File: config.mk
export PLATFORM = sky130hd
export DESIGN_NAME = d8_flow_direction
export DESIGN_NICKNAME = d
export VERILOG_FILES = /design/src/rtl/core/d8fd_pkg.sv /design/src/rtl/core/d8fd_reduce.sv /design/src/rtl/core/d8fd_resolve.sv /design/src/rtl/core/d8_flow_direction.sv
export SDC_FILE = /design/constraint.sdc
export NUM_CORES = 1
export LEC_CHECK = 0
export BUFFER_PORTS_ARGS = -buffer_cell sky130_fd_sc_hd__buf_2
export CAP_MARGIN = 20
export CORE_ASPECT_RATIO = 1.25
export CORE_MARGIN = 4
export CORE_UTILIZATION = 50
export DETAILED_ROUTE_END_ITERATION = 12
export MAX_ROUTING_LAYER = met4
export PLACE_DENSITY_LB_ADDON = 0.15
export SYNTH_ARGS = -nofsm -noshare
export SYNTH_HDL_FRONTEND = slang
export SYNTH_SLANG_ARGS = --single-unit
File: constraint.sdc
create_clock -name clk_i -period 7.35 [get_ports clk_i]
set_input_delay 0 -clock clk_i [delete_from_list [all_inputs] [get_ports clk_i]]
set_output_delay 0 -clock clk_i [all_outputs]
set_load 0.01 [all_outputs]
File: src/rtl/core/d8fd_pkg.sv
`timescale 1ns / 1ps

package d8fd_pkg;

  // Default elevation width; the top level can override it.
  localparam int unsigned ELEV_BITS_DEF = 16;

  // Fixed field widths.
  localparam int unsigned NUM_NEIGH = 8;
  localparam int unsigned DIR_W     = 4;
  localparam int unsigned EDGE_W    = 4;
  localparam int unsigned NVALID_W  = 8;

  // Result tdata is the direction padded out to one byte.
  localparam int unsigned OUT_TDATA_W = 8;

  // Special direction codes.
  localparam logic [DIR_W-1:0] PIT_CODE  = 4'd0;
  localparam logic [DIR_W-1:0] FLAT_CODE = 4'd10;

endpackage

File: src/rtl/core/d8fd_reduce.sv
`timescale 1ns / 1ps

module d8fd_reduce #(
  parameter int unsigned ELEV_BITS = d8fd_pkg::ELEV_BITS_DEF,
  parameter int unsigned NUM_OUT   = 4
) (
  input  logic                                          clk_i,
  input  logic                                          rst_ni,
  input  logic                                          in_valid_i,
  output logic                                          in_ready_o,
  input  logic [2*NUM_OUT-1:0]                          cand_v_i,
  input  logic [2*NUM_OUT-1:0][ELEV_BITS-1:0]           cand_e_i,
  input  logic [2*NUM_OUT-1:0][d8fd_pkg::DIR_W-1:0]     cand_d_i,
  input  logic [ELEV_BITS-1:0]                          centre_i,
  input  logic [d8fd_pkg::EDGE_W-1:0]                   edge_i,
  output logic                                          out_valid_o,
  input  logic                                          out_ready_i,
  output logic [NUM_OUT-1:0]                            cand_v_o,
  output logic [NUM_OUT-1:0][ELEV_BITS-1:0]             cand_e_o,
  output logic [NUM_OUT-1:0][d8fd_pkg::DIR_W-1:0]       cand_d_o,
  output logic [ELEV_BITS-1:0]                          centre_o,
  output logic [d8fd_pkg::EDGE_W-1:0]                   edge_o
);

  logic                                      valid_q, valid_d;
  logic                                      load;
  logic [NUM_OUT-1:0]                        v_d, v_q;
  logic [NUM_OUT-1:0][ELEV_BITS-1:0]         e_d, e_q;
  logic [NUM_OUT-1:0][d8fd_pkg::DIR_W-1:0]   dir_d, dir_q;
  logic [ELEV_BITS-1:0]                      centre_q;
  logic [d8fd_pkg::EDGE_W-1:0]               edge_q;

  assign in_ready_o = !valid_q || out_ready_i;
  assign load       = in_valid_i && in_ready_o;
  assign valid_d    = in_ready_o ? in_valid_i : valid_q;

  // Each pair holds a lower-numbered candidate first, so the first one keeps ties.
  always_comb begin
    for (int i = 0; i < int'(NUM_OUT); i++) begin
      if (cand_v_i[2*i+1] && (!cand_v_i[2*i] ||
          ($signed(cand_e_i[2*i+1]) < $signed(cand_e_i[2*i])))) begin
        v_d[i]   = 1'b1;
        e_d[i]   = cand_e_i[2*i+1];
        dir_d[i] = cand_d_i[2*i+1];
      end else begin
        v_d[i]   = cand_v_i[2*i];
        e_d[i]   = cand_e_i[2*i];
        dir_d[i] = cand_d_i[2*i];
      end
    end
  end

  always_ff @(posedge clk_i or negedge rst_ni) begin
    if (!rst_ni) begin
      valid_q <= 1'b0;
    end else begin
      valid_q <= valid_d;
    end
  end

  always_ff @(posedge clk_i) begin
    if (load) begin
      v_q      <= v_d;
      e_q      <= e_d;
      dir_q    <= dir_d;
      centre_q <= centre_i;
      edge_q   <= edge_i;
    end
  end

  assign out_valid_o = valid_q;
  assign cand_v_o    = v_q;
  assign cand_e_o    = e_q;
  assign cand_d_o    = dir_q;
  assign centre_o    = centre_q;
  assign edge_o      = edge_q;

endmodule

File: src/rtl/core/d8fd_resolve.sv
`timescale 1ns / 1ps

module d8fd_resolve #(
  parameter int unsigned ELEV_BITS = d8fd_pkg::ELEV_BITS_DEF
) (
  input  logic                          clk_i,
  input  logic                          rst_ni,
  input  logic                          in_valid_i,
  output logic                          in_ready_o,
  input  logic                          low_v_i,
  input  logic [ELEV_BITS-1:0]          low_e_i,
  input  logic [d8fd_pkg::DIR_W-1:0]    low_d_i,
  input  logic [ELEV_BITS-1:0]          centre_i,
  input  logic [d8fd_pkg::EDGE_W-1:0]   edge_i,
  output logic                          out_valid_o,
  input  logic                          out_ready_i,
  output logic [d8fd_pkg::DIR_W-1:0]    flow_dir_o
);

  logic                         valid_q, valid_d;
  logic                         load;
  logic [d8fd_pkg::DIR_W-1:0]   dir_raw;
  logic [d8fd_pkg::DIR_W-1:0]   dir_d, dir_q;

  assign in_ready_o = !valid_q || out_ready_i;
  assign load       = in_valid_i && in_ready_o;
  assign valid_d    = in_ready_o ? in_valid_i : valid_q;

  always_comb begin
    if (!low_v_i || ($signed(low_e_i) > $signed(centre_i))) begin
      dir_raw = d8fd_pkg::PIT_CODE;
    end else if (low_e_i == centre_i) begin
      dir_raw = d8fd_pkg::FLAT_CODE;
    end else begin
      dir_raw = low_d_i;
    end
    // Border cells drain off the map instead of ending in a pit or flat.
    if ((edge_i != '0) &&
        ((dir_raw == d8fd_pkg::PIT_CODE) || (dir_raw == d8fd_pkg::FLAT_CODE))) begin
      dir_d = edge_i;
    end else begin
      dir_d = dir_raw;
    end
  end

  always_ff @(posedge clk_i or negedge rst_ni) begin
    if (!rst_ni) begin
      valid_q <= 1'b0;
    end else begin
      valid_q <= valid_d;
    end
  end

  always_ff @(posedge clk_i) begin
    if (load) begin
      dir_q <= dir_d;
    end
  end

  assign out_valid_o = valid_q;
  assign flow_dir_o  = dir_q;

endmodule

File: src/rtl/core/d8_flow_direction.sv
`timescale 1ns / 1ps

// Channel   Direction  tdata fields, lowest bit first
// s_axis    in         center_elev, elev_n1 .. elev_n8, neighbor_valid, edge_dir, zero pad
// m_axis    out        flow_dir, zero pad
//
// One window is accepted per clock while m_axis is not stalled; its direction passes
// through the three comparison stages of the minimum tree and then the resolve stage,
// which is also the output register.
// Reset (rst_ni low, asynchronous) empties every stage; no beat is in flight afterwards.
// Each stage holds its beat while the stage after it is full and stalled, so a
// stall on m_axis propagates back to s_axis_tready_o without dropping or repeating beats.

module d8_flow_direction #(
  parameter int unsigned ELEV_BITS = d8fd_pkg::ELEV_BITS_DEF
) (
  input  logic        clk_i,
  input  logic        rst_ni,
  input  logic        s_axis_tvalid_i,
  output logic        s_axis_tready_o,
  // center_elev, elev_n1 .. elev_n8 (ELEV_BITS each), neighbor_valid (8), edge_dir (4), pad
  input  logic [((9*ELEV_BITS + d8fd_pkg::NVALID_W + d8fd_pkg::EDGE_W + 7) / 8) * 8 - 1:0]
                      s_axis_tdata_i,
  output logic        m_axis_tvalid_o,
  input  logic        m_axis_tready_i,
  // flow_dir (4), pad
  output logic [d8fd_pkg::OUT_TDATA_W-1:0] m_axis_tdata_o
);

  localparam int unsigned NN      = d8fd_pkg::NUM_NEIGH;
  localparam int unsigned DW      = d8fd_pkg::DIR_W;
  localparam int unsigned EW      = d8fd_pkg::EDGE_W;
  localparam int unsigned VAL_LSB = 9 * ELEV_BITS;
  localparam int unsigned EDG_LSB = VAL_LSB + d8fd_pkg::NVALID_W;

  // Unpacked input window.
  logic [NN-1:0]                 in_v;
  logic [NN-1:0][ELEV_BITS-1:0]  in_e;
  logic [NN-1:0][DW-1:0]         in_d;
  logic [ELEV_BITS-1:0]          in_centre;
  logic [EW-1:0]                 in_edge;

  assign in_centre = s_axis_tdata_i[ELEV_BITS-1:0];
  assign in_v      = s_axis_tdata_i[VAL_LSB +: d8fd_pkg::NVALID_W];
  assign in_edge   = s_axis_tdata_i[EDG_LSB +: EW];

  // Neighbour k (1 to 8) sits in slot k-1 and carries its own direction code.
  for (genvar k = 0; k < NN; k++) begin : g_unpack
    assign in_e[k] = s_axis_tdata_i[(k+1)*ELEV_BITS +: ELEV_BITS];
    assign in_d[k] = DW'(k + 1);
  end

  // Stage 1: eight candidates to four.
  logic                          s1_valid, s1_ready;
  logic [3:0]                    s1_v;
  logic [3:0][ELEV_BITS-1:0]     s1_e;
  logic [3:0][DW-1:0]            s1_d;
  logic [ELEV_BITS-1:0]          s1_centre;
  logic [EW-1:0]                 s1_edge;

  d8fd_reduce #(.ELEV_BITS(ELEV_BITS), .NUM_OUT(4)) u_stage1 (
    .clk_i      (clk_i),
    .rst_ni     (rst_ni),
    .in_valid_i (s_axis_tvalid_i),
    .in_ready_o (s_axis_tready_o),
    .cand_v_i   (in_v),
    .cand_e_i   (in_e),
    .cand_d_i   (in_d),
    .centre_i   (in_centre),
    .edge_i     (in_edge),
    .out_valid_o(s1_valid),
    .out_ready_i(s1_ready),
    .cand_v_o   (s1_v),
    .cand_e_o   (s1_e),
    .cand_d_o   (s1_d),
    .centre_o   (s1_centre),
    .edge_o     (s1_edge)
  );

  // Stage 2: four to two.
  logic                          s2_valid, s2_ready;
  logic [1:0]                    s2_v;
  logic [1:0][ELEV_BITS-1:0]     s2_e;
  logic [1:0][DW-1:0]            s2_d;
  logic [ELEV_BITS-1:0]          s2_centre;
  logic [EW-1:0]                 s2_edge;

  d8fd_reduce #(.ELEV_BITS(ELEV_BITS), .NUM_OUT(2)) u_stage2 (
    .clk_i      (clk_i),
    .rst_ni     (rst_ni),
    .in_valid_i (s1_valid),
    .in_ready_o (s1_ready),
    .cand_v_i   (s1_v),
    .cand_e_i   (s1_e),
    .cand_d_i   (s1_d),
    .centre_i   (s1_centre),
    .edge_i     (s1_edge),
    .out_valid_o(s2_valid),
    .out_ready_i(s2_ready),
    .cand_v_o   (s2_v),
    .cand_e_o   (s2_e),
    .cand_d_o   (s2_d),
    .centre_o   (s2_centre),
    .edge_o     (s2_edge)
  );

  // Stage 3: two to the single lowest neighbour.
  logic                          s3_valid, s3_ready;
  logic [0:0]                    s3_v;
  logic [0:0][ELEV_BITS-1:0]     s3_e;
  logic [0:0][DW-1:0]            s3_d;
  logic [ELEV_BITS-1:0]          s3_centre;
  logic [EW-1:0]                 s3_edge;

  d8fd_reduce #(.ELEV_BITS(ELEV_BITS), .NUM_OUT(1)) u_stage3 (
    .clk_i      (clk_i),
    .rst_ni     (rst_ni),
    .in_valid_i (s2_valid),
    .in_ready_o (s2_ready),
    .cand_v_i   (s2_v),
    .cand_e_i   (s2_e),
    .cand_d_i   (s2_d),
    .centre_i   (s2_centre),
    .edge_i     (s2_edge),
    .out_valid_o(s3_valid),
    .out_ready_i(s3_ready),
    .cand_v_o   (s3_v),
    .cand_e_o   (s3_e),
    .cand_d_o   (s3_d),
    .centre_o   (s3_centre),
    .edge_o     (s3_edge)
  );

  // Stage 4: compare with the centre, apply the border rule, register the result.
  logic [DW-1:0] flow_dir;

  d8fd_resolve #(.ELEV_BITS(ELEV_BITS)) u_resolve (
    .clk_i      (clk_i),
    .rst_ni     (rst_ni),
    .in_valid_i (s3_valid),
    .in_ready_o (s3_ready),
    .low_v_i    (s3_v[0]),
    .low_e_i    (s3_e[0]),
    .low_d_i    (s3_d[0]),
    .centre_i   (s3_centre),
    .edge_i     (s3_edge),
    .out_valid_o(m_axis_tvalid_o),
    .out_ready_i(m_axis_tready_i),
    .flow_dir_o (flow_dir)
  );

  assign m_axis_tdata_o = {{(d8fd_pkg::OUT_TDATA_W - DW){1'b0}}, flow_dir};

endmodule

; ---- Word-level counts from Yosys, hierarchy flattened
; Index checks and enable logic that the tools add are counted.
; Widths: inputs -> output; s select.
[totals]
inputBits = 164
word_cells = 98
rom_bits = 0
ff_bits = 215
mem_count = 0
ram_bits = 0
out_inout_bits = 10
latchBits = 0
[op_classes]
magnitude_cmp = 8
n_reduce_logical = 39
bitwise_logic = 0
n_shift = 0
n_div = 0
eq_ne = 2
n_addsub = 0
mux = 17
mul = 0
[op_table]
columns = op, count
row1 = $lt 16x16->1, 7
row2 = $mux 16, 7
row3 = $mux 4, 7
row4 = $eq 16x16->1, 1
row5 = $gt 16x16->1, 1
row6 = $logic_or 1x1->1, 13
row7 = $logic_and 1x1->1, 12
row8 = $logic_not 1->1, 12
row9 = $eq 4x4->1 const B, 1
row10 = $logic_not 4->1, 1
row11 = $mux 2, 2
row12 = $reduce_bool 4->1, 1
row13 = $mux 3, 1

; ---- Longest topological paths before layout
[logic_depth]
depth_word = 7
depth_mapped = 10
mapped_depth_nobuf = 9

; ---- Cells and area by module
; Synthesis repeated with hierarchy kept, for this count alone.
[unflattened]
cells_unflattened = 890
area_unflattened_um2 = 12037.8
[by_module_without_submodules]
columns = mod, seq_area_each_um2, area_per_inst_um2, cells_per_inst, instances
row1 = d8fd_reduce at u_stage1, 3148.0, 5863.1, 432, 1
row2 = d8fd_reduce at u_stage2, 1886.8, 3253.1, 228, 1
row3 = d8fd_reduce at u_stage3, 1256.2, 2015.7, 125, 1
row4 = d8fd_resolve, 145.1, 868.3, 99, 1
row5 = d8_flow_direction, 0.0, 37.5, 6, 1

; ---- Worst setup path before layout
; No wires, ideal clock.
[synth_path]
kind = register to register
start = register u_resolve.valid_q (netlist: u_resolve.out_valid_o)
end = register u_stage1.dir_q (netlist bit u_stage1.cand_d_o[0]), enable pin
n_path_buf = 0
period_less_slack_ns = 3.474
path_stages_with_launch = 4
arrival_ns = 3.008
setup_slack_ns = 3.876
setup_ns = 0.466
required_time_ns = 6.884
path_cell_list = dfrtp_1 nor2b_1 nand4_1 and2_1
[synth_between]
elab_chain_len = 6
[synth_lines]
columns = item, line_no
row1 = start: declaration, d8fd_resolve.sv:20  ; logic valid_q, valid_d;
row2 = start signal: assignment, d8fd_resolve.sv:50  ; valid_q <= valid_d;
row3 = $logic_not 1->1, d8fd_resolve.sv:25  ; assign in_ready_o = !valid_q || out_ready_i;
row4 = $logic_or 1x1->1, d8fd_resolve.sv:25
row5 = $logic_or 1x1->1 (3 in a row), d8fd_reduce.sv:33  ; assign in_ready_o = !valid_q || out_ready_i;
row6 = net s_axis_tready_o, d8_flow_direction.sv:20  ; output logic s_axis_tready_o,
row7 = $logic_and 1x1->1, d8fd_reduce.sv:34  ; assign load = in_valid_i && in_ready_o;
row8 = net u_stage1.load, d8fd_reduce.sv:26  ; logic load;
row9 = end signal: assignment, d8fd_reduce.sv:65  ; dir_q <= dir_d;
row10 = end: declaration, d8fd_reduce.sv:29  ; logic [NUM_OUT-1:0][d8fd_pkg::DIR_W-1:0] dir_d, dir_q;
; The timed path passes the listed nets, and every way through them passes these cells.
; A chain may end at the register's enable or synchronous reset.

==> key figures <==
Worst setup path
  • CP startpoint: s_axis_tdata_i[85]
  • Critical Path Fanout Max: 10
  • Critical path, cell by cell: dlygate4sd3_1 > buf_2 > inv_1 > ha_1 > and4_1 > a2111oi_0 > o21ai_1 > a21oi_1 > o21ai_1 > buf_4 > mux2_2 > dlygate4sd3_1
  • Crit Path Category: in2reg
  • Worst path max stage delay: 0.78 ns
  • Worst Setup Start Kind: input port
  • CP endpoint kind: flip-flop
  • Reg2reg path depth: 7
  • R2R Setup Slk: 4.44 ns
  • Reg2reg start: u_stage2.cand_e_o[15]
  • WP data arrival: 3.52 ns
  • Crit Reg-Reg Endpoint: u_stage3.cand_e_o[3]
  • Req. time, crit path: 7.58 ns
  • Slowest cell on crit path: o21ai_1
  • Worst setup path endpoint: u_stage1.cand_e_o[38]

Clocking
  • CTS sink cnt: 206
  • CTS H-Tree Depth: 1
  • CTS tree: done
  • Clock Path Buffers: 3
  • Inserted Clock Buffers: 21
  • Clock Latency Late Sink: 0.48 ns
  • Post-CTS setup buffers: 0
  • Worst-path clk slew: 0.06 ns
  • Root Driver: clkbuf_16

Floorplan
  • Die Width: 141.2 um
  • Row Count: 60
  • I/O pins: 174
  • Core ar.: 0.02170 sq mm
  • Starting Density: 51.13%
  • Chip Height: 174.5 um
  • Full die area: 0.02465 sq mm

Cells and area
  • Layout cell share with drive strength beyond 1: 21.88%
  • Nets: 1453
  • FF+latch area: 0.006166 sq mm
  • Multi-input combinational cell area: 0.004347 sq mm
  • Ant. Diodes: 0
  • Fillers: 1568
  • Area delta synth->final: 30.60%
  • Commonest cells after routing, fill and taps aside: 202 x edfxtp_1, 165 x buf_2, 161 x dlygate4sd3_1
  • Most common cell after layout, fill and taps aside: edfxtp_1

Placed design
  • Dpl ws: 4.191 ns
  • PortBufs: 165
  • Hpwl dp: 15760 um
  • Final GP Congestion: 0.7896

Drt
  • DR pass1 iterations: 4
  • Iteration-0 DRC Markers: 278
  • Via-to-Cell Ratio: 5.052
  • Avg WL per Cell: 15.21 um
  • Drt total wl: 22170 um
  • Routed vias: 7366
  • DRC violations left: 0
  • Post-route ant nets: 0

Pwr
  • PwrDens: 217.1 mW/mm^2
  • Leakage: 6.449 nW
  • Total power: 3.145 mW
  • Worst vdd ir: 0.1894 mV

GRT
  • Largest net degree at the start of global routing: 67
  • All-Layer GR Usage: 19.15%
  • Vias in the first global route: 7988
  • Initial antenna violation count: 0
  • Total grt overflow: 0
  • First-pass GRT wire length: 37730 um

Synth
  • Compound-Gate Fraction of Synth Area: 7.670%
  • Syn. warnings: 0
  • Yosys cell types: 51
  • Post-synth EDFFs: 202
  • Post-synthesis simple-gate area fraction: 4.929%
  • Mux share of post-synthesis cell area: 12.56%
  • Main synth FF type: edfxtp_1
  • Netlist Area Pre-Place: 0.01109 sq mm
  • Main combinational cell family by area after synthesis: adder cells
  • Seq cells post-synth: 206
  • Gate Count Post-Synth: 823
  • XOR/XNOR Fraction of Synth Area: 0.07895%
  • Sequential share of the synthesized area: 55.58%
  • Syn_area_per_cell: 13.48 sq um
  • Post-synthesis adder-cell area fraction: 13.65%
  • Asr flop ratio synth: 1.942%

STA
  • Final number of setup-violating endpoints: 0
  • RSZ-0062 raised after global routing: false
  • Final Hold Viols: 0
  • Clk_skew: 0.004937 ns
  • Setup TNS: 0 ns
  • Slew Limit Fails: 0
  • Worst-Margin Slew: 1.129 ns
  • Final WS setup: 4.060 ns
  • Period utilization: 44.76%
  • Fin crit period: 3.290 ns
  • Highest clock rate: 304.0 MHz
  • Slew HR: 24.72%

Flow run
  • Max cap viols: 0

Min path
  • HP Class: in2reg

Outcome
  • Outcome: finished, final reports clean
[stage by stage]
step                cell area [sq um]  std cells  hold WS, ns  utilization, %
CTS                             14470       1457       0.1287           66.71
floorplan                       11100        826      -0.2956               -
finish                          14490       1458       0.1439           66.78
global route                    14490       1458       0.1686           66.78
global placement                12250       1262      -0.1918           56.48
detailed placement              12250       1262      -0.1889           56.48
[state kept, by name, indices dropped and copies added, names as in the netlist, 2 cells and up]
name,flops
u_stage1.cand_e_o,64
u_stage2.cand_e_o,32
u_stage1.centre_o,16
u_stage2.centre_o,16
u_stage3.cand_e_o,16
u_stage3.centre_o,16
u_stage1.cand_d_o,8
u_stage2.cand_d_o,7
u_resolve.flow_dir_o,4
u_stage1.cand_v_o,4
u_stage1.edge_o,4
u_stage2.edge_o,4
u_stage3.cand_d_o,4
u_stage3.edge_o,4
u_stage2.cand_v_o,2
[cell type report]
type | instances | share of cell area (%)
sequential | 206 | 42.56
tap | 279 | 2.410
inverter | 141 | 3.653
clock buffer | 26 | 3.757
multi-input combinational | 466 | 30.00
timing repair buffer | 332 | 17.19
clock inverter | 8 | 0.4318
[worst min-delay path by stage]
stage	start	endpoint	slack, ns	cells past startpoint
after floorplan	rst_ni	u_resolve.out_valid_o	-0.30	0
after global placement	rst_ni	u_resolve.out_valid_o	-0.19	1
after detailed placement	rst_ni	u_resolve.out_valid_o	-0.19	1
after CTS	s_axis_tdata_i[147]	u_stage1.cand_d_o[6]	0.13	3
after global routing	s_axis_tdata_i[145]	u_stage1.cand_d_o[1]	0.17	3
final	s_axis_tdata_i[145]	u_stage1.cand_d_o[1]	0.14	3
[power by group]
group          internal [mW]  total, mW  switching, mW
Sequential              1.48       1.54         0.0636
Clock                  0.556      0.954          0.398
Combinational          0.338      0.652          0.314
[critical path: cells and delay by family]
| kind | cells | cell delay (ns) |
|---|---|---|
| compound gates | 4 | 1.10 |
| fa+ha+maj | 1 | 0.30 |
| buf+inv | 5 | 1.57 |
| mux | 1 | 0.36 |
| simple gates | 1 | 0.18 |
[logic make-up after synthesis]
| kind of cell | after synthesis |
|---|---|
| DFF | 206 |
| buffers and inverters | 154 |
| AOI/OAI and AO/OA | 123 |
| adders and majority gates | 121 |
| muxes | 121 |
| and+or+nand+nor | 96 |
| other | 1 |
| xor gates and xnor gates | 1 |
[Yosys cell counts (all sizes together), types with 5 or more instances]
master     n  share of area, %
a211oi     5              0.34
nand2     10              0.34
nor2      13              0.44
or2        9              0.51
buf       12              0.69
nand4     24               1.4
a2111oi   14               1.3
a21oi     25               1.1
mux2     119                12
and4       5              0.42
a21o      35               2.4
o21ai     31               1.5
inv      141               4.8
ha       121                14
nor2b      5              0.28
nand2b    12              0.68
edfxtp   202                55
nor3       8              0.36
[layer usage]
| metal | track usage (%) | up-vias | share of wire [%] |
|---|---|---|---|
| li1 | - | 3721 | - |
| met1 | 23.23 | 3473 | 42 |
| met2 | 34.02 | 142 | 53 |
| met3 | 1.954 | 30 | 3.1 |
| met4 | 5.048 | 0 | 2.0 |
| met5 | - | - | 0 |
[timing repair]
| action | CTS | global route |
|---|---|---|
| gates resized for setup | 0 | 0 |
| hold buffers | 161 | 0 |
| hold endpoints to repair | 96 | 0 |
No activity file was read; power rests on OpenSTA's default activity.
